**src/design/lant_pkg.sv**
```systemverilog
// Shared types, codes and constants for the Langton's ant stepper.
`default_nettype none

package lant_pkg;

    // Sizes of the fixed stream and configuration fields.
    localparam int OP_W       = 2;
    localparam int COORD_W    = 9;
    localparam int HEAD_W     = 2;
    localparam int CFG_W      = 10;
    localparam int CFG_IDX_W  = 1;
    localparam int IN_DATA_W  = 24;
    localparam int OUT_DATA_W = 24;

    // Default grid storage size.
    localparam int MAX_ROWS_DEF = 512;
    localparam int MAX_COLS_DEF = 512;

    // Size registers come out of reset at this value.
    localparam logic [CFG_W-1:0] GRID_RESET = 10'd500;

    // Operation codes carried in tuser.
    localparam logic [OP_W-1:0] OP_STEP    = 2'd0;
    localparam logic [OP_W-1:0] OP_READ    = 2'd1;
    localparam logic [OP_W-1:0] OP_RESTART = 2'd2;

    // Configuration register indexes.
    localparam logic [CFG_IDX_W-1:0] CFG_GRID_WIDTH  = 1'b0;
    localparam logic [CFG_IDX_W-1:0] CFG_GRID_HEIGHT = 1'b1;

    // Headings.
    localparam logic [HEAD_W-1:0] HEAD_UP = 2'd0;

    // Row and column movement for each heading: up, left, down, right.
    typedef logic signed [1:0] delta_t;
    localparam delta_t MOVE_DR [4] = '{-2'sd1, 2'sd0, 2'sd1, 2'sd0};
    localparam delta_t MOVE_DC [4] = '{2'sd0, -2'sd1, 2'sd0, 2'sd1};

    // Commands from the controller to the datapath.
    typedef struct packed {
        logic latch;     // capture the accepted input beat and start the row read
        logic commit;    // finish the item: load the result, update ant and grid
        logic clear_wr;  // write one zero row of the clearing pass
    } lant_cmd_t;

    // Status from the datapath to the controller.
    typedef struct packed {
        logic [OP_W-1:0] op;
        logic            out_free;
        logic            clr_last;
    } lant_sts_t;

endpackage

`default_nettype wire

```
**src/design/lant_ctrl.sv**
```systemverilog
// Controller: sequences the clearing pass and the accept and commit steps of each item.
`default_nettype none

module lant_ctrl
    import lant_pkg::*;
(
    input  wire logic      clk,
    input  wire logic      rst_n,
    input  wire logic      in_valid,
    output logic           in_ready,
    input  wire lant_sts_t sts,
    output lant_cmd_t      cmd
);

    localparam logic [1:0] ST_CLEAR = 2'd0;
    localparam logic [1:0] ST_IDLE  = 2'd1;
    localparam logic [1:0] ST_EXEC  = 2'd2;

    logic [1:0] state_reg;
    logic [1:0] state_next;

    always_ff @(posedge clk or negedge rst_n)
    begin
        if (!rst_n)
        begin
            state_reg <= ST_CLEAR;
        end
        else
        begin
            state_reg <= state_next;
        end
    end

    always_comb
    begin
        state_next   = state_reg;
        in_ready     = 1'b0;
        cmd.latch    = 1'b0;
        cmd.commit   = 1'b0;
        cmd.clear_wr = 1'b0;
        unique case (state_reg)
            ST_CLEAR:
            begin
                cmd.clear_wr = 1'b1;
                if (sts.clr_last)
                begin
                    state_next = ST_IDLE;
                end
            end
            ST_IDLE:
            begin
                in_ready = 1'b1;
                if (in_valid)
                begin
                    cmd.latch  = 1'b1;
                    state_next = ST_EXEC;
                end
            end
            ST_EXEC:
            begin
                // The result waits here until the output register can take it.
                if (sts.out_free)
                begin
                    cmd.commit = 1'b1;
                    state_next = (sts.op == OP_RESTART) ? ST_CLEAR : ST_IDLE;
                end
            end
            default:
            begin
                state_next = ST_IDLE;
            end
        endcase
    end

endmodule

`default_nettype wire

```
**config.mk**
```make
export PLATFORM = sky130hd
export DESIGN_NAME = lant_ctrl
export DESIGN_NICKNAME = d
export VERILOG_FILES = /design/src/design/lant_pkg.sv /design/src/design/lant_ctrl.sv
export SDC_FILE = /design/constraint.sdc
export NUM_CORES = 1
export LEC_CHECK = 0
export ABC_AREA = 1
export BUFFER_PORTS_ARGS = -buffer_cell sky130_fd_sc_hd__buf_2
export CORE_AREA = 5 5 42 44
export CTS_CLUSTER_SIZE = 16
export DETAILED_ROUTE_END_ITERATION = 6
export DIE_AREA = 0 0 47 49
export PLACE_DENSITY = 0.32
export SYNTH_ARGS = -nofsm -noshare
export SYNTH_HDL_FRONTEND = slang
export SYNTH_SLANG_ARGS = --single-unit
```
**constraint.sdc**
```tcl
create_clock -name clk -period 2.7 [get_ports clk]
set_clock_uncertainty 0.1 [all_clocks]
set_input_delay 0.54 -clock clk [delete_from_list [all_inputs] [get_ports clk]]
set_output_delay 0.54 -clock clk [all_outputs]
set_load 0.01 [all_outputs]
```
==> results_dict.tcl <==
set metrics [dict create \
    synth-seq-area-share_pct 36.04 \
    clkLatencyLatePin_ns 0.23 \
    regArea_um2 50.05 \
    finalPower_mw 0.2463 \
    place_hpwl_um 311.5 \
    drc 0 \
    slowest_stage "dfrtp_1" \
    multi_input_area_um2 65.06 \
    core_um2 1401 \
    grt_max_degree 5 \
    clock-sinks 2 \
    crit_path_start_kind "flop" \
    io_pins 11 \
    vdd_drop_max_mv 0.2119 \
    numPortBuffers 10 \
    critPathTopFamily "flip-flops" \
    rows 14 \
    fp.dieH_um 49 \
    power_density_nw_per_um2 1020 \
    layout_common_cells "buf_2 (10), inv_1 (5), nand2_1 (5)" \
    critPathCaptureType "output port" \
    fmax_mhz 613.8 \
    routed_wl_um 396 \
    maxCapViolCount 0 \
    tightestPinTransition_ns 0.1412 \
    yosys_warnings 0 \
    power.leakage_nw 0.1449 \
    path_class "flop to output port" \
    grtUsageTotal_pct 5.141 \
    arrival_ns 0.99 \
    hold_violations 0 \
    grt_pass1_vias 186 \
    cts_inserted_buffers 3 \
    ant_nets 0 \
    grt_setup_unrepaired "false" \
    netlist_instances 22 \
    setup_viol 0 \
    path_max_fanout 4 \
    num_vias 176 \
    crit_buf_inv 2 \
    final.setup.tns_ns 0 \
    avgViaCountPerCell 3.385 \
    firstDrtPassIters 4 \
    ys_ff_latch 2 \
    yosysUniqueCellTypes 9 \
    drt_iter0_markers 1 \
    grt_overflow 0 \
    post-cts-setup-buffers 0 \
    antenna_cells 0 \
    cts_buffer_depth 2 \
    worstHoldPathType "input port to flop" \
    htreeDepth 1 \
    drive_above_1_share_pct 47.22 \
    crit_chain "inv_1 -> nand2_2 -> nor2_1 -> buf_2" \
    post-route-period-util_pct 60.34 \
    die-area_um2 2303 \
    slew_violations 0 \
    grt_pass1_wl_um 696 \
    areaGrowthSynthToFinish_pct 73.87 \
    netlist_area_um2 138.9 \
    antenna_found_initial 0 \
    fin_nets 45 \
    largest_reg_flops 2 \
    cts_tree "done" \
    run_status "finished, final reports clean" \
    max_slew_margin_pct 90.49 \
    final_common_cell "buf_2" \
    syn_nets 29 \
    wl_per_cell_um 7.615 \
    cts-root-buf "clkbuf_4" \
    syn_avg_cell_area_um2 6.313 \
    min_period_ns 1.629 \
    nFillCells 181 \
    place_congestion 0.5519 \
    die_w_um 47 \
    max_stage_delay_ns 0.36 \
    crit_required_ns 2.06 \
    clk_pin_slew_ns 0.03 \
    initial_core_util_pct 9.911 \
]
## final timing paths
check | end | from | cells past startpoint | slack (ns)
setup reg to reg | state_reg[0] | state_reg[0] | 4 | 1.74
hold / removal | state_reg[0] | in_valid | 4 | 0.50
max in group asynchronous | state_reg[0] | rst_n | 2 | 1.88
setup / recovery | cmd[2] | state_reg[1] | 4 | 1.07
hold reg to reg | state_reg[1] | state_reg[1] | 3 | 0.52
min in group asynchronous | state_reg[1] | rst_n | 2 | 0.52
## synth_stat cells, drive strengths merged
cell type	number	area, um^2
nand2	7	31.28
dfrtp	2	50.05
o21ai	1	5.000
clkinv	1	5.000
nor3	1	5.000
inv	5	18.77
nor2	4	15.01
a21oi	1	8.760
## area by class of cell
type                    instances  share of cell area [%]
multi-input cells              14                   26.94
clock buffers                   3                   9.326
well taps                      16                   8.290
repair buffers                 11                   24.87
flip-flops and latches          2                   20.73
inverters                       6                   9.845
## per-layer routing
layer	routed length [um]	global-route usage, %	share of wire, %
met1	145	4.835	37
met2	203	5.430	51
met3	20	2.214	5.1
met4	27	9.677	6.8
met5	0	0	0
## logic make-up after synthesis
group	share of synthesized area, %
buffers and inverters	17.12
flip-flops	36.04
AND/OR/NAND/NOR	36.93
AO/OA/AOI/OAI	9.908
## worst reg2reg max path, delay by kind of cell, from the launching register on
family             cells  cell delay [ns]
and+or+nand+nor        3             0.32
AOI/OAI and AO/OA      1             0.03
DFF                    1             0.40
## report_power, final
| group | total (mW) | internal, mW | switching [mW] | leakage [nW] |
|---|---|---|---|---|
| clock | 0.0692 | 0.0493 | 0.0199 | 0.0138 |
| sequential | 0.0570 | 0.0452 | 0.0119 | 0.0245 |
| combinational | 0.120 | 0.0480 | 0.0720 | 0.107 |
## repair_timing
action                                 in CTS  in global routing
gates resized for setup                     0                  0
endpoints found under the hold margin       2                  0
setup endpoints to repair                   0                  0
hold buffers                                1                  0
## metrics by stage
| step | setup WS (ns) | util, % | cells | hold slack, ns | cell area (um^2) |
|---|---|---|---|---|---|
| final | 1.071 | 17.23 | 52 | 0.4978 | 241.5 |
| after global routing | 0.9688 | 17.23 | 52 | 0.5068 | 241.5 |
| after CTS | 1.047 | 17.23 | 52 | 0.4957 | 241.5 |
| after detailed placement | 1.142 | 14.91 | 48 | 0.2285 | 209.0 |
| after global placement | 1.137 | 14.91 | 48 | 0.2285 | 209.0 |
| after floorplan | 1.231 | - | 22 | 0.1444 | 138.9 |
No activity file was read; power rests on OpenSTA's default activity.
